<file path="src/hdl/sksel_pkg.sv">
// ----------------------------------------------------------------------------
// sksel_pkg
// Shared types and constants of the smallest-k index selector.
// ----------------------------------------------------------------------------
package sksel_pkg;

    localparam int MAX_KEEP   = 8;
    localparam int INDEX_BITS = 16;
    localparam int SCORE_W    = 32;
    localparam int KEEP_W     = 4;
    localparam int CHOSEN_W   = 4;
    localparam int COUNT_W    = $clog2(MAX_KEEP + 1);
    localparam int ADDR_W     = 3;
    localparam int DATA_W     = 32;

    // Largest positive Q16.16 value marks an empty slot
    localparam logic signed [SCORE_W-1:0] EMPTY_SCORE = 32'sh7FFF_FFFF;

    // Register word addresses
    localparam logic REG_KEEP_COUNT = 1'b0;

    localparam logic [KEEP_W-1:0] KEEP_RESET = KEEP_W'(2);

    typedef enum logic [1:0] {
        S_IDLE,
        S_COUNT,
        S_EMIT
    } t_state;

    // Per-cycle command broadcast to every cell of the chain
    typedef struct packed {
        logic insert;
        logic shift;
        logic clear;
    } t_cell_ctrl;

endpackage

</file>
<file path="src/hdl/sksel_cell.sv">
// ----------------------------------------------------------------------------
// sksel_cell
// One slot of the sorted list: holds a score and its index, compares the
// broadcast candidate and trades contents with its neighbors.
// ----------------------------------------------------------------------------
module sksel_cell (
    input  logic                                   i_clk,
    input  logic                                   i_rst_n,
    input  sksel_pkg::t_cell_ctrl                  i_ctrl,
    input  logic                                   i_enable,
    input  logic signed [sksel_pkg::SCORE_W-1:0]   i_new_score,
    input  logic [sksel_pkg::INDEX_BITS-1:0]       i_new_index,
    input  logic                                   i_prev_found,
    input  logic                                   i_prev_lead,
    input  logic signed [sksel_pkg::SCORE_W-1:0]   i_prev_score,
    input  logic [sksel_pkg::INDEX_BITS-1:0]       i_prev_index,
    input  logic signed [sksel_pkg::SCORE_W-1:0]   i_next_score,
    input  logic [sksel_pkg::INDEX_BITS-1:0]       i_next_index,
    output logic                                   o_found,
    output logic                                   o_lead,
    output logic signed [sksel_pkg::SCORE_W-1:0]   o_score,
    output logic [sksel_pkg::INDEX_BITS-1:0]       o_index
);
    import sksel_pkg::*;

    logic signed [SCORE_W-1:0] r_score;
    logic signed [SCORE_W-1:0] n_score;
    logic [INDEX_BITS-1:0]     r_index;
    logic [INDEX_BITS-1:0]     n_index;
    logic                      w_less;

    assign w_less  = i_enable && (i_new_score < r_score);
    assign o_found = i_prev_found || w_less;
    // Leading run of non-positive scores within the kept slots
    assign o_lead  = i_prev_lead && i_enable && (r_score[SCORE_W-1] || (r_score == '0));
    assign o_score = r_score;
    assign o_index = r_index;

    always_comb begin
        n_score = r_score;
        n_index = r_index;
        priority if (i_ctrl.clear) begin
            n_score = EMPTY_SCORE;
        end else if (i_ctrl.shift) begin
            n_score = i_next_score;
            n_index = i_next_index;
        end else if (i_ctrl.insert && i_enable) begin
            // An insertion above pushes this slot down; otherwise a smaller candidate lands here
            priority if (i_prev_found) begin
                n_score = i_prev_score;
                n_index = i_prev_index;
            end else if (w_less) begin
                n_score = i_new_score;
                n_index = i_new_index;
            end else begin
                // hold
                n_score = r_score;
                n_index = r_index;
            end
        end else begin
            // hold
            n_score = r_score;
            n_index = r_index;
        end
    end

    always_ff @(posedge i_clk) begin
        if (!i_rst_n) begin
            r_score <= EMPTY_SCORE;
        end else begin
            r_score <= n_score;
        end
    end

    always_ff @(posedge i_clk) begin
        r_index <= n_index;
    end

endmodule

</file>
<file path="src/hdl/sksel_chain.sv">
// ----------------------------------------------------------------------------
// sksel_chain
// Row of list cells, slot 0 holding the smallest score.
// ----------------------------------------------------------------------------
module sksel_chain (
    input  logic                                   i_clk,
    input  logic                                   i_rst_n,
    input  sksel_pkg::t_cell_ctrl                  i_ctrl,
    input  logic [sksel_pkg::MAX_KEEP-1:0]         i_enable,
    input  logic signed [sksel_pkg::SCORE_W-1:0]   i_new_score,
    input  logic [sksel_pkg::INDEX_BITS-1:0]       i_new_index,
    output logic [sksel_pkg::INDEX_BITS-1:0]       o_head_index,
    output logic [sksel_pkg::MAX_KEEP-1:0]         o_lead
);
    import sksel_pkg::*;

    logic [MAX_KEEP-1:0]       w_found;
    logic signed [SCORE_W-1:0] w_score [MAX_KEEP];
    logic [INDEX_BITS-1:0]     w_index [MAX_KEEP];

    for (genvar j = 0; j < MAX_KEEP; j++) begin : g_cell
        logic                      w_prev_found;
        logic                      w_prev_lead;
        logic signed [SCORE_W-1:0] w_prev_score;
        logic [INDEX_BITS-1:0]     w_prev_index;
        logic signed [SCORE_W-1:0] w_next_score;
        logic [INDEX_BITS-1:0]     w_next_index;

        if (j == 0) begin : g_head
            assign w_prev_found = 1'b0;
            assign w_prev_lead  = 1'b1;
            assign w_prev_score = EMPTY_SCORE;
            assign w_prev_index = '0;
        end else begin : g_body
            assign w_prev_found = w_found[j-1];
            assign w_prev_lead  = o_lead[j-1];
            assign w_prev_score = w_score[j-1];
            assign w_prev_index = w_index[j-1];
        end

        if (j == MAX_KEEP - 1) begin : g_tail
            assign w_next_score = EMPTY_SCORE;
            assign w_next_index = '0;
        end else begin : g_inner
            assign w_next_score = w_score[j+1];
            assign w_next_index = w_index[j+1];
        end

        sksel_cell u_cell (
            .i_clk        (i_clk),
            .i_rst_n      (i_rst_n),
            .i_ctrl       (i_ctrl),
            .i_enable     (i_enable[j]),
            .i_new_score  (i_new_score),
            .i_new_index  (i_new_index),
            .i_prev_found (w_prev_found),
            .i_prev_lead  (w_prev_lead),
            .i_prev_score (w_prev_score),
            .i_prev_index (w_prev_index),
            .i_next_score (w_next_score),
            .i_next_index (w_next_index),
            .o_found      (w_found[j]),
            .o_lead       (o_lead[j]),
            .o_score      (w_score[j]),
            .o_index      (w_index[j])
        );
    end

    assign o_head_index = w_index[0];

endmodule

</file>
<file path="src/hdl/smallest_k_index_selector.sv">
// ----------------------------------------------------------------------------
// smallest_k_index_selector
// Keeps the keep_count smallest scores of a candidate set in a sorted cell
// chain and, after the final candidate, returns the indices of those that are
// zero or negative.
// ----------------------------------------------------------------------------
// One candidate is taken per cycle while a set is collected: every cell of the
// chain compares and shifts in the same cycle. After the final candidate the
// input stalls while the qualifying entries are counted, then one result per
// cycle is moved into the output register as it frees up, the chain shifting
// up one slot per result. The input stays stalled until the final result has
// been loaded into the output register. A set with no qualifying entry returns
// a single result with list_empty set. keep_count (register 0) is to be
// written over the APB port only while the block is idle; the block itself
// does not enforce this. 0 acts as 1 and values above the list size act as
// the list size.
module smallest_k_index_selector (
    input  logic                                 i_clk,
    input  logic                                 i_rst_n,
    // candidate stream
    input  logic                                 i_in_valid,
    output logic                                 o_in_stall,
    input  logic signed [sksel_pkg::SCORE_W-1:0] i_score_value,
    input  logic [sksel_pkg::INDEX_BITS-1:0]     i_entry_index,
    input  logic                                 i_final_item,
    // result stream
    output logic                                 o_out_valid,
    input  logic                                 i_out_stall,
    output logic [sksel_pkg::INDEX_BITS-1:0]     o_chosen_index,
    output logic [sksel_pkg::CHOSEN_W-1:0]       o_chosen_count,
    output logic                                 o_list_empty,
    output logic                                 o_run_last,
    // configuration
    input  logic                                 psel,
    input  logic                                 penable,
    input  logic                                 pwrite,
    input  logic [sksel_pkg::ADDR_W-1:0]         paddr,
    input  logic [sksel_pkg::DATA_W-1:0]         pwdata,
    output logic [sksel_pkg::DATA_W-1:0]         prdata,
    output logic                                 pready
);
    import sksel_pkg::*;

    t_state                r_state;
    t_state                n_state;
    logic [KEEP_W-1:0]     r_keep_count;
    logic [CHOSEN_W-1:0]   r_count;
    logic [COUNT_W-1:0]    r_remain;
    logic [COUNT_W-1:0]    w_lead_count;
    logic                  r_out_valid;
    logic [INDEX_BITS-1:0] r_chosen_index;
    logic [CHOSEN_W-1:0]   r_chosen_count;
    logic                  r_list_empty;
    logic                  r_run_last;

    t_cell_ctrl            w_ctrl;
    logic [MAX_KEEP-1:0]   w_enable;
    logic [MAX_KEEP-1:0]   w_lead;
    logic [INDEX_BITS-1:0] w_head_index;
    logic                  w_in_xfer;
    logic                  w_out_free;
    logic                  w_load;
    logic                  w_last;

    // ---------------- configuration ----------------
    assign pready = 1'b1;
    assign prdata = (paddr[ADDR_W-1] == REG_KEEP_COUNT) ? DATA_W'(r_keep_count) : '0;

    always_ff @(posedge i_clk) begin
        if (!i_rst_n) begin
            r_keep_count <= KEEP_RESET;
        end else if (psel && penable && pwrite && (paddr[ADDR_W-1] == REG_KEEP_COUNT)) begin
            r_keep_count <= pwdata[KEEP_W-1:0];
        end
    end

    // Slot 0 is always live, so a keep_count of zero acts as one
    for (genvar j = 0; j < MAX_KEEP; j++) begin : g_enable
        assign w_enable[j] = (j == 0) || (j < int'(r_keep_count));
    end

    // ---------------- handshakes ----------------
    assign o_in_stall = (r_state != S_IDLE);
    assign w_in_xfer  = i_in_valid && !o_in_stall;
    assign w_out_free = !r_out_valid || !i_out_stall;

    always_comb begin
        w_lead_count = '0;
        for (int j = 0; j < MAX_KEEP; j++) begin
            w_lead_count = w_lead_count + COUNT_W'(w_lead[j]);
        end
    end

    // ---------------- state machine ----------------
    always_comb begin
        n_state = r_state;
        unique case (r_state)
            S_IDLE: begin
                if (w_in_xfer && i_final_item) begin
                    n_state = S_COUNT;
                end
            end
            S_COUNT: begin
                n_state = S_EMIT;
            end
            S_EMIT: begin
                if (w_load && w_last) begin
                    n_state = S_IDLE;
                end
            end
            default: begin
                n_state = S_IDLE;
            end
        endcase
    end

    always_comb begin
        w_ctrl = '0;
        w_load = 1'b0;
        w_last = (r_remain <= COUNT_W'(1));
        unique case (r_state)
            S_IDLE: begin
                w_ctrl.insert = w_in_xfer;
            end
            S_COUNT: begin
                w_ctrl = '0;
            end
            S_EMIT: begin
                w_load       = w_out_free;
                // Drop the emitted head, or empty the list after the final result
                w_ctrl.shift = w_out_free && !w_last;
                w_ctrl.clear = w_out_free && w_last;
            end
            default: begin
                w_ctrl = '0;
            end
        endcase
    end

    always_ff @(posedge i_clk) begin
        if (!i_rst_n) begin
            r_state <= S_IDLE;
        end else begin
            r_state <= n_state;
        end
    end

    always_ff @(posedge i_clk) begin
        if (r_state == S_COUNT) begin
            r_count  <= CHOSEN_W'(w_lead_count);
            r_remain <= w_lead_count;
        end else if (w_load) begin
            r_remain <= r_remain - COUNT_W'(r_remain != '0);
        end
    end

    // ---------------- list ----------------
    sksel_chain u_chain (
        .i_clk        (i_clk),
        .i_rst_n      (i_rst_n),
        .i_ctrl       (w_ctrl),
        .i_enable     (w_enable),
        .i_new_score  (i_score_value),
        .i_new_index  (i_entry_index),
        .o_head_index (w_head_index),
        .o_lead       (w_lead)
    );

    // ---------------- output register ----------------
    always_ff @(posedge i_clk) begin
        if (!i_rst_n) begin
            r_out_valid <= 1'b0;
        end else if (w_load) begin
            r_out_valid <= 1'b1;
        end else if (!i_out_stall) begin
            r_out_valid <= 1'b0;
        end
    end

    always_ff @(posedge i_clk) begin
        if (w_load) begin
            r_chosen_index <= (r_remain == '0) ? '0 : w_head_index;
            r_chosen_count <= r_count;
            r_list_empty   <= (r_remain == '0);
            r_run_last     <= w_last;
        end
    end

    assign o_out_valid    = r_out_valid;
    assign o_chosen_index = r_chosen_index;
    assign o_chosen_count = r_chosen_count;
    assign o_list_empty   = r_list_empty;
    assign o_run_last     = r_run_last;

endmodule

</file>
<file path="config.mk">
export PLATFORM = sky130hd
export DESIGN_NAME = smallest_k_index_selector
export DESIGN_NICKNAME = d
export VERILOG_FILES = /design/src/hdl/sksel_pkg.sv /design/src/hdl/sksel_cell.sv /design/src/hdl/sksel_chain.sv /design/src/hdl/smallest_k_index_selector.sv
export SDC_FILE = /design/constraint.sdc
export NUM_CORES = 1
export LEC_CHECK = 0
export CAP_MARGIN = 20
export CELL_PAD_IN_SITES_DETAIL_PLACEMENT = 1
export CELL_PAD_IN_SITES_GLOBAL_PLACEMENT = 1
export CORE_MARGIN = 2
export CORE_UTILIZATION = 50
export CTS_CLUSTER_SIZE = 28
export DETAILED_ROUTE_END_ITERATION = 10
export DONT_BUFFER_PORTS = 1
export PLACE_DENSITY_LB_ADDON = 0.2
export SLEW_MARGIN = 15
export SYNTH_ARGS = -nofsm -noshare
export SYNTH_HDL_FRONTEND = slang
export SYNTH_SLANG_ARGS = --single-unit
export TNS_END_PERCENT = 50
</file>
<file path="constraint.sdc">
create_clock -name i_clk -period 4.9 [get_ports i_clk]
set_input_delay 0.98 -clock i_clk [delete_from_list [all_inputs] [get_ports i_clk]]
set_output_delay 0.98 -clock i_clk [all_outputs]
set_load 0.05 [all_outputs]
</file>
Yosys cells after proc, flatten, opt, wreduce, memory -nomap -nowiden

Cells that the tools add are included.

$add $sub $neg: 8
Magnitude comparators: 16
Equal/unequal tests: 5
Mux-type cells: 70
Bitwise logic cells: 3
Reductions and logical operators: 104

Operators with widths:

| cell                                                                             | count |
|---|---|
| 32-bit two-way mux                                                               | 29 |
| 16-bit two-way mux                                                               | 30 |
| 32-bit logical NOT                                                               | 8 |
| 32-bit < comparator                                                              | 8 |
| 1-bit logical AND                                                                | 36 |
| 3-bit AND reduction                                                              | 8 |
| 2-bit nonzero test                                                               | 12 |
| 3-bit nonzero test                                                               | 7 |
| 2-bit AND reduction                                                              | 9 |
| 4-bit by 1-bit adder with 4-bit output                                           | 4 |
| 3-bit by 4-bit < comparator with 1-bit output, first input constant              | 4 |
| 1-bit logical OR                                                                 | 15 |
| 4-bit two-way mux                                                                | 3 |
| 2-bit by 4-bit < comparator with 1-bit output, first input constant              | 2 |
| 2-bit two-way mux                                                                | 3 |
| 2-bit case mux with 3 select lines                                               | 1 |
| 3-bit by 1-bit adder with 4-bit output                                           | 1 |
| 4-bit by 1-bit less-or-equal comparator with 1-bit output, second input constant | 1 |
| 1-bit logical NOT                                                                | 4 |
| 4-bit logical NOT                                                                | 1 |
| 1-bit by 4-bit < comparator with 1-bit output, first input constant              | 1 |
| 1-bit two-way mux                                                                | 4 |
| 2-bit != test, second input constant                                             | 2 |
| 4-bit nonzero test                                                               | 1 |
| other kinds (10)                                                                 | 12 |

Bits in registers: 421
Input port bits: 91
Word-level logic and storage cells: 231

Longest topological paths before layout

Gate-level depths: netlist (run 1).

Depth in word-level cells: 18
Depth in mapped cells: 18
Gate-level depth less buffers: 18

Cells and area by module

Synthesis (run 1) repeated with hierarchy kept, for this count alone.

Cell total of the unflattened synthesis: 3515
Area total of the unflattened synthesis: 30974.7 µm²

Modules (own cells, without submodules):

| module                    | times used | cells an instance | area each (µm²) | sequential area each (µm²) |
|---|---|---|---|---|
| sksel_cell                | 8          | 418               | 3623.5          | 1121.1 |
| smallest_k_index_selector | 1          | 162               | 1926.8          | 1041.0 |
| sksel_chain               | 1          | 9                 | 60.1            | 0.0 |

Worst setup path before layout (run 1)

No wires, ideal clock.

Path kind: flip-flop to flip-flop
Start point: register u_chain.g_cell[0].u_cell.r_score[0]
End point: register r_remain[1], data pin
Setup time: 262 ps
Data arrival time: 4192 ps
Data required time: 4638 ps
Slack: 446 ps
Cell stages (with the launch flop): 19
Path buffers: 0
Period minus slack after synthesis: 4454 ps
Cells stage by stage: dfxtp_1 nor4_1 nand4_1 o21ai_0 nand3b_1 nor3_1 nand3b_1 nor3_1 o211ai_1 fa_1 fa_1 fa_1 inv_1 ha_1 inv_1 fa_1 inv_1 nor2_1 a21oi_1

Cells in the longest elaborated chain, start to end: 18
Elaborated cells between the ends (all ways): 24
Those cells by class: add/sub (7); mux (1); reduce/logical (16)

Ends and longest elaborated chain:

| item                                                                                            | RTL line                         | source |
|---|---|---|
| start: declaration                                                                              | sksel_cell.sv:26                 | `logic signed [SCORE_W-1:0] r_score;` |
| start signal: assignment                                                                        | sksel_cell.sv:71                 | `r_score <= n_score;` |
| 32-bit logical NOT *                                                                            | sksel_cell.sv:35                 | `assign o_lead = i_prev_lead && i_enable && (r_score[SCORE_W-1] \|\| (r_score == '0));` |
| 1-bit logical OR *                                                                              | sksel_cell.sv:35                 |  |
| parallel branches: the longest is 14 deep, another holds 3-bit by 1-bit adder with 4-bit output | -                                |  |
| 4-bit by 1-bit adder with 4-bit output *                                                        | smallest_k_index_selector.sv:90  | `w_lead_count = w_lead_count + COUNT_W'(w_lead[j]);` |
| named net w_lead_count[1]                                                                       | smallest_k_index_selector.sv:49  | `logic [COUNT_W-1:0] w_lead_count;` |
| 4-bit two-way mux *                                                                             | smallest_k_index_selector.sv:149 | `if (r_state == S_COUNT) begin` |
| end signal: assignment                                                                          | smallest_k_index_selector.sv:151 | `r_remain <= w_lead_count;` |
| end signal: assignment                                                                          | smallest_k_index_selector.sv:153 | `r_remain <= r_remain - COUNT_W'(r_remain != '0);` |
| end: declaration                                                                                | smallest_k_index_selector.sv:48  | `logic [COUNT_W-1:0] r_remain;` |

Mark *: on every way through the listed nets, which the timed path passes.
A chain may end at the register's enable or synchronous reset.

Worst setup path after layout (run 1)

Start point: register u_chain.g_cell[0].u_cell.r_score[14]
End point: register r_remain[1], data pin

Same word-level chain as after synthesis.

==> results of run 1 <==
==> state kept, by name, summed over array words and instances, names as in the netlist <==
| signal | count |
|---|---|
| u_chain.g_cell.u_cell.o_score | 256 |
| u_chain.g_cell.u_cell.o_index | 128 |
| o_chosen_index | 16 |
| o_chosen_count | 4 |
| r_count | 4 |
| r_keep_count | 4 |
| r_remain | 4 |
| r_state | 2 |
| o_list_empty | 1 |
| o_out_valid | 1 |
| o_run_last | 1 |
==> report_power, final <==
| group | total, mW | switching [mW] | internal, mW |
|---|---|---|---|
| clock network | 3.73 | 1.62 | 2.11 |
| logic | 2.72 | 1.63 | 1.09 |
| registers | 4.19 | 0.226 | 3.96 |
==> worst register-to-register path, delay by kind of cell, from the launching register on <==
| kind | cells | cell delay [ps] |
|---|---|---|
| AND/OR/NAND/NOR | 7 | 1230 |
| flip-flops | 1 | 330 |
| adder cells (fa/ha/maj) | 5 | 2150 |
| AO/OA/AOI/OAI | 3 | 480 |
| buffers and inverters | 6 | 620 |
==> cells by family after synthesis <==
logic type | share of synthesized area (%)
mux | 9.85
simple gates | 12.7
other cells | 0.0271
flops | 36.1
buf+inv | 8.52
xor+xnor | 0.126
fa+ha+maj | 11.7
compound gates | 20.9
==> cell usage after synthesis (23+ instances only) <==
cell	number	share of area [%]
buf_4	63	1.7
inv_1	270	3.7
clkbuf_1	162	2.2
ha_1	253	11
o211ai_1	95	2.6
nand3_1	23	0.42
nand2_1	304	4.1
o21ai_0	340	6.1
nor2_1	185	2.5
edfxtp_1	158	17
a21oi_1	216	3.9
nor4_1	62	1.4
mux2i_1	224	8.1
o221ai_1	63	2.0
dfxtp_1	263	19
mux2_2	42	1.7
buf_2	31	0.56
nor3_1	52	0.94
a221o_1	58	2.1
nand4_1	42	0.95
nor2b_1	36	0.81
a211oi_1	42	1.1
a21o_1	28	0.76
==> layout by cell type (no fill, tap or decap), types with 49 or more instances in the layout <==
| cell | instances |
|---|---|
| buf_4 | 104 |
| nor2_1 | 182 |
| o211ai_1 | 95 |
| dfxtp_1 | 261 |
| nor3_1 | 49 |
| mux2i_1 | 224 |
| nand2_1 | 301 |
| nor4_1 | 59 |
| ha_1 | 252 |
| inv_1 | 267 |
| clkbuf_16 | 50 |
| o221ai_1 | 63 |
| o21ai_0 | 338 |
| edfxtp_1 | 158 |
| a21oi_1 | 214 |
| a221o_1 | 58 |
==> worst min-delay path by stage <==
| stage | startpoint | to | slack, ps | depth (start not counted) |
|---|---|---|---|---|
| after floorplan | r_count[0] | o_chosen_count[0] | 400 | 0 |
| after global placement | r_count[1] | o_chosen_count[1] | 410 | 0 |
| after detailed placement | r_count[1] | o_chosen_count[1] | 410 | 0 |
| after CTS | i_rst_n | r_keep_count[1] | 390 | 1 |
| after global routing | i_rst_n | r_keep_count[1] | 400 | 1 |
| final | r_count[1] | o_chosen_count[1] | 420 | 0 |
==> stage by stage <==
step | util (%) | TNS (ps)
after global routing | 55.0 | -1250
final | 55.0 | -427
after CTS | 54.8 | -99.1
after detailed placement | 51.8 | -3630
after global placement | 51.8 | -1260
after floorplan | - | 0
==> repair_timing <==
action / in CTS / in global routing
setup endpoints to repair: 7 / 6
pin swaps: 11 / 11
resized for setup: 12 / 14
buffers inserted: 5 / 6
==> metal layers <==
layer | wire length [um] | global-route usage, % | up-vias
met2 | 41800 | 50.7 | 618
met5 | 0 | 0 | -
met3 | 4600 | 4.55 | 149
met4 | 2320 | 9.49 | 0
met1 | 41900 | 43.0 | 12200
li1 | - | - | 11300
==> cell type report <==
class,instances,area share [%]
multi-input cells,2241,51.7
clock inverters,29,0.852
flip-flops and latches,421,33.1
clock buffers,62,4.45
inverters,270,3.35
repair buffers,119,3.49
well taps,748,3.09
==> results by group, run 1 <==
Power
  – Pwr per Cell Area: 352 mW/mm^2
  – Worst VDD drop: 229 uV
  – Leak: 13.7 nW
  – Tot Pwr: 10.6 mW

Layout
  – Layout cells sized above 1: 9.13%
  – Final Instance Count excl. Fillers: 3890
  – Sequential cell area: 0.0100 sq mm
  – Design Area, Final: 0.0302 sq mm
  – Area occupied by multi-input gates: 0.0156 sq mm
  – Fillcell total: 6367
  – Fin nets: 3450
  – Ant. Diodes: 0
  – Synth-to-Final Area Change: 9.12%

Setup path
  – Crit path kind: reg -> reg
  – CP Data Arrival Time: 5410 ps
  – Crit-path leading delay family: adder cells
  – Worst reg-to-reg setup slack: -150 ps
  – Slowest CP cell: fa_1
  – Worst path max stage delay: 540 ps
  – Crit path capture: r_remain[1]
  – Max FO, Critical Path: 3
  – CP startpoint: u_chain.g_cell[0].u_cell.o_score[14]
  – CP endpoint kind: register
  – Startpoint types: register
  – Worst-path cell chain: nor4_4 -> buf_4 -> nand4_1 -> o21ai_2 -> nand3b_1 -> nor3_2 -> buf_4 -> nand3b_1 -> buf_6 -> nor3_4 -> o211ai_1 -> fa_1 -> fa_1 -> fa_1 -> inv_2 -> ha_4 -> inv_2 -> fa_2 -> inv_2 -> nor2_2 -> a21oi_1
  – Crit Reg-Reg Startpoint: u_chain.g_cell[0].u_cell.o_score[14]
  – CP required: 5250 ps
  – Buf/Inv on CP: 6
  – Reg2reg end: r_remain[1]
  – CP Depth: 21
  – R2R depth: 21

Placed design
  – DPL Wire Length: 64900 um
  – Setup WS pre-CTS: -568 ps
  – Final GP Congestion: 0.941
  – IO Port Bufs: 0
  – Cells after DPL: 3789
  – Placed cell areas: 0.0285 sq mm

Timing
  – Crit share post-route: 103%
  – Number of hold violations in the final report: 0
  – Post-route setup slack: -155 ps
  – Max Fclk: 0.198 GHz
  – RSZ-0062 raised after global routing: true
  – Clk_skew: 33.5 ps
  – Relative slew slack: 26.9%
  – Final setup fails: 4
  – Worst-Margin Slew: 1100 ps
  – Fin crit period: 5050 ps
  – WHS: 422 ps
  – Slew Viols, Final: 0

Clock tree
  – CTS Buf Count: 49
  – Clock latency on the worst-skew pair: 630 ps
  – CTS tree: built
  – # hold bufs at CTS: 0
  – Clock Pin Slew Worst Setup and Hold Paths: 60 ps
  – Max H-tree Level: 2
  – Root Buffer: clkbuf_16
  – Clock Sinks: 421
  – CTS max path bufs: 3

Drt
  – Via-to-Cell Ratio: 6.24
  – Routed vias: 24.3k
  – WL final: 90600 um
  – DRC violations left: 0
  – Pre-antenna DRT Iters: 5
  – ANT nets after route: 0
  – Starting DRT DRC Count: 1865
  – Avg WL per Cell: 23.3 um

Global routing
  – First-pass GRT wire length: 142000 um
  – Initial antenna violation count: 1
  – Pin count of the biggest net entering global routing: 174
  – Vias in the first global route: 25.0k
  – GRT overflow: 0
  – Total track usage: 31.2%

Die
  – Die height: 239 um
  – I/O pin count: 148
  – Die area: 0.0573 sq mm
  – Die W: 239 um
  – Core Rows: 86
  – Initial Util: 50.4%
  – Placeable Area: 0.0550 sq mm

Worst hold path
  – HP Class: reg -> reg

Status
  – Run status: complete, but fails checks
  – Failing checks: negative setup slack

Synth
  – Synth cell types: 73
  – Post-synth ARST share: 0%
  – Cells after Synth: 3175
  – Post-synthesis sequential area ratio: 36.1%
  – Synth Flop Type: dfxtp_1
  – Synthesized flop and latch total: 421
  – EDFF count, synth: 158
  – Synth Area per Inst: 8.73 sq um
  – Yosys warning count: 0
  – Synth Cell Area: 0.0277 sq mm

Job
  – Maximum capacitance violations: 0
(Power assumes the default switching activity.)
==> run 2: changes to the inputs <==
--- a/config.mk
+++ b/config.mk
@@ -5,14 +5,15 @@
 export SDC_FILE = /design/constraint.sdc
 export NUM_CORES = 1
 export LEC_CHECK = 0
+export ABC_AREA = 1
+export BUFFER_PORTS_ARGS = -buffer_cell sky130_fd_sc_hd__buf_2
 export CAP_MARGIN = 20
 export CELL_PAD_IN_SITES_DETAIL_PLACEMENT = 1
 export CELL_PAD_IN_SITES_GLOBAL_PLACEMENT = 1
 export CORE_MARGIN = 2
-export CORE_UTILIZATION = 50
+export CORE_UTILIZATION = 46
 export CTS_CLUSTER_SIZE = 28
 export DETAILED_ROUTE_END_ITERATION = 10
-export DONT_BUFFER_PORTS = 1
 export PLACE_DENSITY_LB_ADDON = 0.2
 export SLEW_MARGIN = 15
 export SYNTH_ARGS = -nofsm -noshare
==> constraint.sdc (replaced) <==
create_clock -name i_clk -period 4.9 [get_ports i_clk]
set_input_delay 0.49 -clock i_clk [delete_from_list [all_inputs] [get_ports i_clk]]
set_output_delay 0.49 -clock i_clk [all_outputs]
set_load 0.05 [all_outputs]
==> results by group, run 2 <==
Synth
  – Synth Flop Type: dfxtp_1 (unchanged)
  – Synthesized flop and latch total: 421 (unchanged)
  – Synth Cell Area: 0.0279 sq mm (was 0.0277 sq mm)
  – Synth top area share: 18.9% (was 19.0%)
  – Yosys warning count: 0 (unchanged)
  – Synth area leader: dfxtp_1 (unchanged)
  – Synth Area per Inst: 7.29 sq um (was 8.73 sq um)
  – Post-synth ARST share: 0% (unchanged)
  – Commonest cells in the synthesized netlist: nand2_1, inv_1, o21ai_0 (was o21ai_0, nand2_1, inv_1)
  – Synth top area cells: dfxtp_1, edfxtp_1, ha_1, nand2_1, o21ai_0 (was dfxtp_1, edfxtp_1, ha_1, mux2i_1, o21ai_0)
  – Synth cell types: 46 (was 73)
  – EDFF count, synth: 158 (unchanged)
  – Post-synthesis sequential area ratio: 35.9% (was 36.1%)
  – Most numerous cell in the Yosys netlist: nand2_1 (was o21ai_0)
  – Cells after Synth: 3827 (was 3175)

Clock tree
  – CTS tree: built (unchanged)
  – Root Buffer: clkbuf_16 (unchanged)
  – Max H-tree Level: 2 (unchanged)
  – Clock Pin Slew Worst Setup and Hold Paths: 60 ps (about the same)
  – # hold bufs at CTS: 0 (unchanged)
  – Clock Sinks: 421 (unchanged)
  – CTS Buf Count: 50 (was 49)
  – CTS max path bufs: 3 (unchanged)
  – Clock latency on the worst-skew pair: 640 ps (was 630 ps)

Layout
  – Ant. Diodes: 0 (unchanged)
  – Final Util: 52.7% (was 55.0%)
  – Max FFs per register: 256 (unchanged)
  – Commonest cells after routing, fill and taps aside: nand2_1, inv_1, o21ai_0, a21oi_1, nor2_1 (was o21ai_0, nand2_1, inv_1, dfxtp_1, ha_1)
  – Commonest non-fill, non-tap cell in the layout: nand2_1 (was o21ai_0)
  – Layout cells sized above 1: 9.97% (was 9.13%)
  – Fillcell total: 7663 (was 6367)
  – Area occupied by multi-input gates: 0.0150 sq mm (was 0.0156 sq mm)
  – Design Area, Final: 0.0317 sq mm (was 0.0302 sq mm)
  – Final Instance Count excl. Fillers: 4754 (was 3890)
  – Fin nets: 4278 (was 3450)
  – Synth-to-Final Area Change: 13.6% (was 9.12%)
  – Sequential cell area: 0.0100 sq mm (unchanged)

Job
  – Maximum capacitance violations: 0 (unchanged)

Timing
  – Max Fclk: 0.197 GHz (was 0.198 GHz)
  – Fin crit period: 5070 ps (was 5050 ps)
  – Crit share post-route: 104% (was 103%)
  – RSZ-0062 raised after global routing: true (unchanged)
  – Clk_skew: 41.2 ps (was 33.5 ps)
  – Final setup fails: 3 (was 4)
  – Setup TNS: -383 ps (was -427 ps)
  – Worst-Margin Slew: 1040 ps (was 1100 ps)
  – WHS: 120 ps (was 422 ps)
  – Slew Viols, Final: 0 (unchanged)
  – Post-route setup slack: -175 ps (was -155 ps)
  – Number of hold violations in the final report: 0 (unchanged)
  – Relative slew slack: 30.9% (was 26.9%)

Global routing
  – Initial antenna violation count: 1 (unchanged)
  – Pin count of the biggest net entering global routing: 198 (was 174)
  – First-pass GRT wire length: 167000 um (was 142000 um)
  – Total track usage: 34.0% (was 31.2%)
  – GRT overflow: 0 (unchanged)
  – Vias in the first global route: 28.9k (was 25.0k)

Setup path
  – Worst path max stage delay: 520 ps (was 540 ps)
  – Startpoint types: register (unchanged)
  – CP endpoint kind: register (unchanged)
  – Crit-path most repeated cell: fa_1
  – Max FO, Critical Path: 3 (unchanged)
  – CP required: 5240 ps (was 5250 ps)
  – Slowest CP cell: fa_1 (unchanged)
  – CP Data Arrival Time: 5420 ps (was 5410 ps)
  – Crit path kind: reg -> reg (unchanged)
  – Worst-path cell chain: nor4_2 -> buf_4 -> nand4_1 -> o21ai_2 -> nand2_1 -> nor2_2 -> nand3_2 -> nor3_4 -> nand3_2 -> nor3_4 -> nand3_1 -> fa_1 -> fa_1 -> fa_1 -> inv_1 -> ha_2 -> inv_2 -> fa_2 -> inv_1 -> nand2_1 -> o21ai_1 (was nor4_4 -> buf_4 -> nand4_1 -> o21ai_2 -> nand3b_1 -> nor3_2 -> buf_4 -> nand3b_1 -> buf_6 -> nor3_4 -> o211ai_1 -> fa_1 -> fa_1 -> fa_1 -> inv_2 -> ha_4 -> inv_2 -> fa_2 -> inv_2 -> nor2_2 -> a21oi_1)

Placed design
  – Setup WS pre-CTS: -313 ps (was -568 ps)
  – Placed cell areas: 0.0297 sq mm (was 0.0285 sq mm)
  – IO Port Bufs: 88 (was 0)
  – Cells after DPL: 4641 (was 3789)
  – DPL Wire Length: 74300 um (was 64900 um)
  – Final GP Congestion: 0.886 (was 0.941)

Die
  – Die area: 0.0626 sq mm (was 0.0573 sq mm)
  – Die W: 250 um (was 239 um)
  – Placeable Area: 0.0601 sq mm (was 0.0550 sq mm)
  – Initial Util: 46.4% (was 50.4%)
  – Core Rows: 90 (was 86)
  – I/O pin count: 148 (unchanged)
  – Die height: 250 um (was 239 um)

Worst hold path
  – HP Class: in -> reg (was reg -> reg)

Drt
  – ANT nets after route: 0 (unchanged)
  – Routed vias: 28.5k (was 24.3k)
  – Starting DRT DRC Count: 2279 (was 1865)
  – Pre-antenna DRT Iters: 5 (unchanged)
  – DRC violations left: 0 (unchanged)
  – WL final: 109000 um (was 90600 um)
  – Via-to-Cell Ratio: 6.00 (was 6.24)
  – Avg WL per Cell: 22.9 um (was 23.3 um)

Status
  – Run status: complete, but fails checks (unchanged)
  – Failing checks: negative setup slack (unchanged)

Power
  – Switching part of the total power: 36.2% (was 32.7%)
  – Pwr per Cell Area: 367 mW/mm^2 (was 352 mW/mm^2)
  – Clock power share: 34.0% (was 35.1%)
  – Power Internal: 7.41 mW (was 7.16 mW)
  – Tot Pwr: 11.6 mW (was 10.6 mW)
  – Leak: 16.2 nW (was 13.7 nW)
  – Sequential share of power: 36.4% (was 39.3%)
  – Gate power share: 29.6% (was 25.6%)
  – Switching power of the nets: 4.21 mW (was 3.48 mW)
  – Worst VDD drop: 337 uV (was 229 uV)
[run 2: power groups by stage]
stage | Sequential (mW) | Clock [mW] | Combinational [mW]
6_report | 4.23 | 3.95 | 3.43
5_1_grt | 4.26 | 4.10 | 3.80
4_1_cts | 4.22 | 3.97 | 3.38
3_5_place_dp | 4.29 | 0 | 3.33
3_3_place_gp | 4.27 | 0 | 3.22
2_1_floorplan | 4.28 | 0 | 2.09
[run 2: routing by layer]
metal  global-route usage [%]  routed length [um]  vias up
li1                         -                   -    13300
met1                     45.2               47200    14000
met2                     56.6               50100     1041
met3                     4.90                7820      204
met4                     11.6                3560        0
met5                        0                   0        -
[run 2: path summary, 6_finish.rpt]
path	endpoint	slack (ps)	from	cells past startpoint
max	r_remain[1]	-170	u_chain.g_cell[1].u_cell.o_score[0]	21
min	r_keep_count[1]	120	pwdata[1]	3
max reg2reg	r_remain[1]	-170	u_chain.g_cell[1].u_cell.o_score[0]	21
min reg2reg	o_chosen_count[3]	420	r_count[3]	0
[run 2: critical path, delay by kind of cell, from the launching register on]
| kind | cells | cell delay (ps) |
|---|---|---|
| adders and majority gates | 5 | 2070 |
| and+or+nand+nor | 10 | 1740 |
| buffers and inverters | 4 | 340 |
| DFF | 1 | 330 |
| AOI/OAI and AO/OA | 2 | 320 |
[run 2: cell families (layout without fill, tap and decap cells)]
group | after synthesis | in the layout | synth area share [%]
other | 2 | 29 | 0.0269
buffers and inverters | 765 | 883 | 11.1
and+or+nand+nor | 1352 | 1352 | 20.6
AOI/OAI and AO/OA | 1028 | 1028 | 20.6
DFF | 421 | 421 | 35.9
xor gates and xnor gates | 2 | 2 | 0.0628
adders and majority gates | 257 | 257 | 11.6
[run 2: layout make-up]
cell class                 count  area share (%)
inverter                     517            6.16
tap                          782            3.09
multi-input combinational   2668            47.4
clock inverter                14           0.747
sequential                   421            31.6
clock buffer                  80            4.72
timing repair buffer         272            6.28
[run 2: timing repair]
item                                   4_1_cts  5_1_grt
resized for setup                           14       11
endpoints found under the hold margin        0        0
buffers inserted                            17        3
pin swaps                                   10        8
setup endpoints to repair                    4        5
==> run 3: changes to the inputs <==
--- a/config.mk
+++ b/config.mk
@@ -15,6 +15,7 @@
 export CTS_CLUSTER_SIZE = 28
 export DETAILED_ROUTE_END_ITERATION = 10
 export PLACE_DENSITY_LB_ADDON = 0.2
+export SKIP_CTS_REPAIR_TIMING = 1
 export SLEW_MARGIN = 15
 export SYNTH_ARGS = -nofsm -noshare
 export SYNTH_HDL_FRONTEND = slang
==> results by group, run 3 (synthesis gave the netlist of run 2 again) <==
Layout
  – Fin nets: 4261 (was 4278)
  – Ant. Diodes: 0 (unchanged)
  – Commonest non-fill, non-tap cell in the layout: nand2_1 (unchanged)
  – Commonest cells after routing, fill and taps aside: nand2_1, inv_1, o21ai_0, a21oi_1, nor2_1 (unchanged)
  – Layout cells sized above 1: 9.63% (was 9.97%)
  – Synth-to-Final Area Change: 13.1% (was 13.6%)
  – Fillcell total: 7665 (was 7663)
  – Max FFs per register: 256 (unchanged)

Drt
  – WL final: 108000 um (was 109000 um)
  – Avg WL per Cell: 22.7 um (was 22.9 um)
  – Starting DRT DRC Count: 2247 (was 2279)
  – DRC violations left: 0 (unchanged)
  – Pre-antenna DRT Iters: 5 (unchanged)
  – Via-to-Cell Ratio: 5.97 (was 6.00)
  – ANT nets after route: 0 (unchanged)
  – Routed vias: 28.3k (was 28.5k)

Timing
  – Relative slew slack: 27.9% (was 30.9%)
  – Worst-Margin Slew: 1080 ps (was 1040 ps)
  – Number of hold violations in the final report: 0 (unchanged)
  – Slew Viols, Final: 0 (unchanged)
  – Crit share post-route: 101% (was 104%)
  – Max Fclk: 0.201 GHz (was 0.197 GHz)
  – Setup TNS: -104 ps (was -383 ps)
  – Final setup fails: 2 (was 3)
  – Post-route setup slack: -64.6 ps (was -175 ps)
  – RSZ-0062 raised after global routing: true (unchanged)
  – Fin crit period: 4960 ps (was 5070 ps)
  – Clk_skew: 40.7 ps (was 41.2 ps)

Global routing
  – Initial antenna violation count: 1 (unchanged)
  – Vias in the first global route: 28.7k (was 28.9k)
  – Total track usage: 33.8% (was 34.0%)
  – Pin count of the biggest net entering global routing: 198 (unchanged)
  – GRT overflow: 0 (unchanged)
  – First-pass GRT wire length: 166000 um (was 167000 um)

Setup path
  – CP endpoint kind: register (unchanged)
  – Worst path max stage delay: 550 ps (was 520 ps)
  – Worst-path cell chain: nor4_2 -> buf_4 -> nand4_1 -> o21ai_1 -> nand2_1 -> nor2_2 -> nand3_2 -> nor3_2 -> nand3_2 -> nor3_4 -> nand2_2 -> fa_1 -> fa_1 -> fa_1 -> inv_1 -> ha_2 -> inv_2 -> fa_2 -> inv_2 -> nand2_2 -> o21ai_1 (was nor4_2 -> buf_4 -> nand4_1 -> o21ai_2 -> nand2_1 -> nor2_2 -> nand3_2 -> nor3_4 -> nand3_2 -> nor3_4 -> nand3_1 -> fa_1 -> fa_1 -> fa_1 -> inv_1 -> ha_2 -> inv_2 -> fa_2 -> inv_1 -> nand2_1 -> o21ai_1)
  – Max FO, Critical Path: 3 (unchanged)
  – Crit path kind: reg -> reg (unchanged)
  – CP required: 5250 ps (was 5240 ps)
  – Crit-path most repeated cell: fa_1 (unchanged)
  – CP Data Arrival Time: 5310 ps (was 5420 ps)
  – Startpoint types: register (unchanged)
  – Slowest CP cell: fa_1 (unchanged)

Clock tree
  – Clock latency on the worst-skew pair: 640 ps (about the same)
  – CTS Buf Count: 50 (unchanged)
  – Max H-tree Level: 2 (unchanged)
  – CTS max path bufs: 3 (unchanged)
  – CTS tree: built (unchanged)
  – Root Buffer: clkbuf_16 (unchanged)
  – Clock Pin Slew Worst Setup and Hold Paths: 60 ps (about the same)
  – Clock Sinks: 421 (unchanged)

Placed design
  – Final GP Congestion: 0.886 (unchanged)
  – IO Port Bufs: 88 (unchanged)
  – DPL Wire Length: 74300 um (unchanged)

Worst hold path
  – HP Class: in -> reg (unchanged)

Power
  – Pwr per Cell Area: 368 mW/mm^2 (was 367 mW/mm^2)
  – Worst VDD drop: 337 uV (about the same)
  – Leak: 16.1 nW (was 16.2 nW)
  – Tot Pwr: 11.6 mW (about the same)

Die
  – Initial Util: 46.4% (unchanged)
  – Die W: 250 um (unchanged)
  – Placeable Area: 0.0601 sq mm (unchanged)
  – Die area: 0.0626 sq mm (unchanged)
  – Core Rows: 90 (unchanged)
  – I/O pin count: 148 (unchanged)
  – Die height: 250 um (unchanged)

Status
  – Failing checks: negative setup slack (unchanged)
  – Run status: complete, but fails checks (unchanged)

Job
  – Maximum capacitance violations: 0 (unchanged)
## run 3: cell count changes in the layout (fill, tap and decap cells not counted), sizes merged
cell  before  now
buf      272  255
## run 3: worst paths after layout
| kind | to | slack (ps) | cells past startpoint | from |
|---|---|---|---|---|
| worst min-delay path | r_keep_count[1] | 120 | 3 | pwdata[1] |
| worst max-delay path | r_remain[1] | -60 | 21 | u_chain.g_cell[1].u_cell.o_score[3] |
| worst max register to register | r_remain[1] | -60 | 21 | u_chain.g_cell[1].u_cell.o_score[3] |
| worst min register to register | o_chosen_count[3] | 420 | 0 | r_count[3] |
## run 3: critical path, delay by kind of cell (launching register included)
family	cells	cell delay (ps)
adder cells (fa/ha/maj)	5	2110
AO/OA/AOI/OAI	2	280
buffers and inverters	4	330
AND/OR/NAND/NOR	10	1630
flip-flops	1	320
## run 3: metrics by stage
step / setup WS (ps) / utilization, % / hold WS, ps / instance area [sq um] / instances
4_1_cts: -315 / 52.3 / 100 / 31400 / 4735
2_1_floorplan: 500 / - / 400 / 28000 / 3854
3_5_place_dp: -313 / 49.4 / 415 / 29700 / 4641
6_report: -64.6 / 52.5 / 117 / 31500 / 4737
3_3_place_gp: 21.2 / 49.4 / 404 / 29700 / 4641
5_1_grt: -199 / 52.5 / 115 / 31500 / 4737
## run 3: where the power goes
part | internal [mW] | total (mW) | switching [mW]
logic | 1.06 | 3.42 | 2.36
registers | 4.03 | 4.23 | 0.200
clock network | 2.31 | 3.94 | 1.63
total | 7.40 | 11.6 | 4.19
## run 3: routing by layer
| metal | up-vias | wire [um] | global-route usage, % |
|---|---|---|---|
| li1 | 13200 | - | - |
| met1 | 13900 | 46900 | 45.2 |
| met4 | 0 | 3430 | 11.1 |
| met2 | 975 | 49700 | 56.1 |
| met5 | - | 0 | 0 |
| met3 | 181 | 7660 | 4.83 |
## run 3: final cells by class
class	count	area (sq um)	share of cell area, %
repair buffers	255	1860	5.89
multi-input cells	2668	15000	47.6
well taps	782	978	3.10
flip-flops and latches	421	10000	31.7
inverters	517	1950	6.18
clock buffers	80	1490	4.74
clock inverters	14	236	0.750
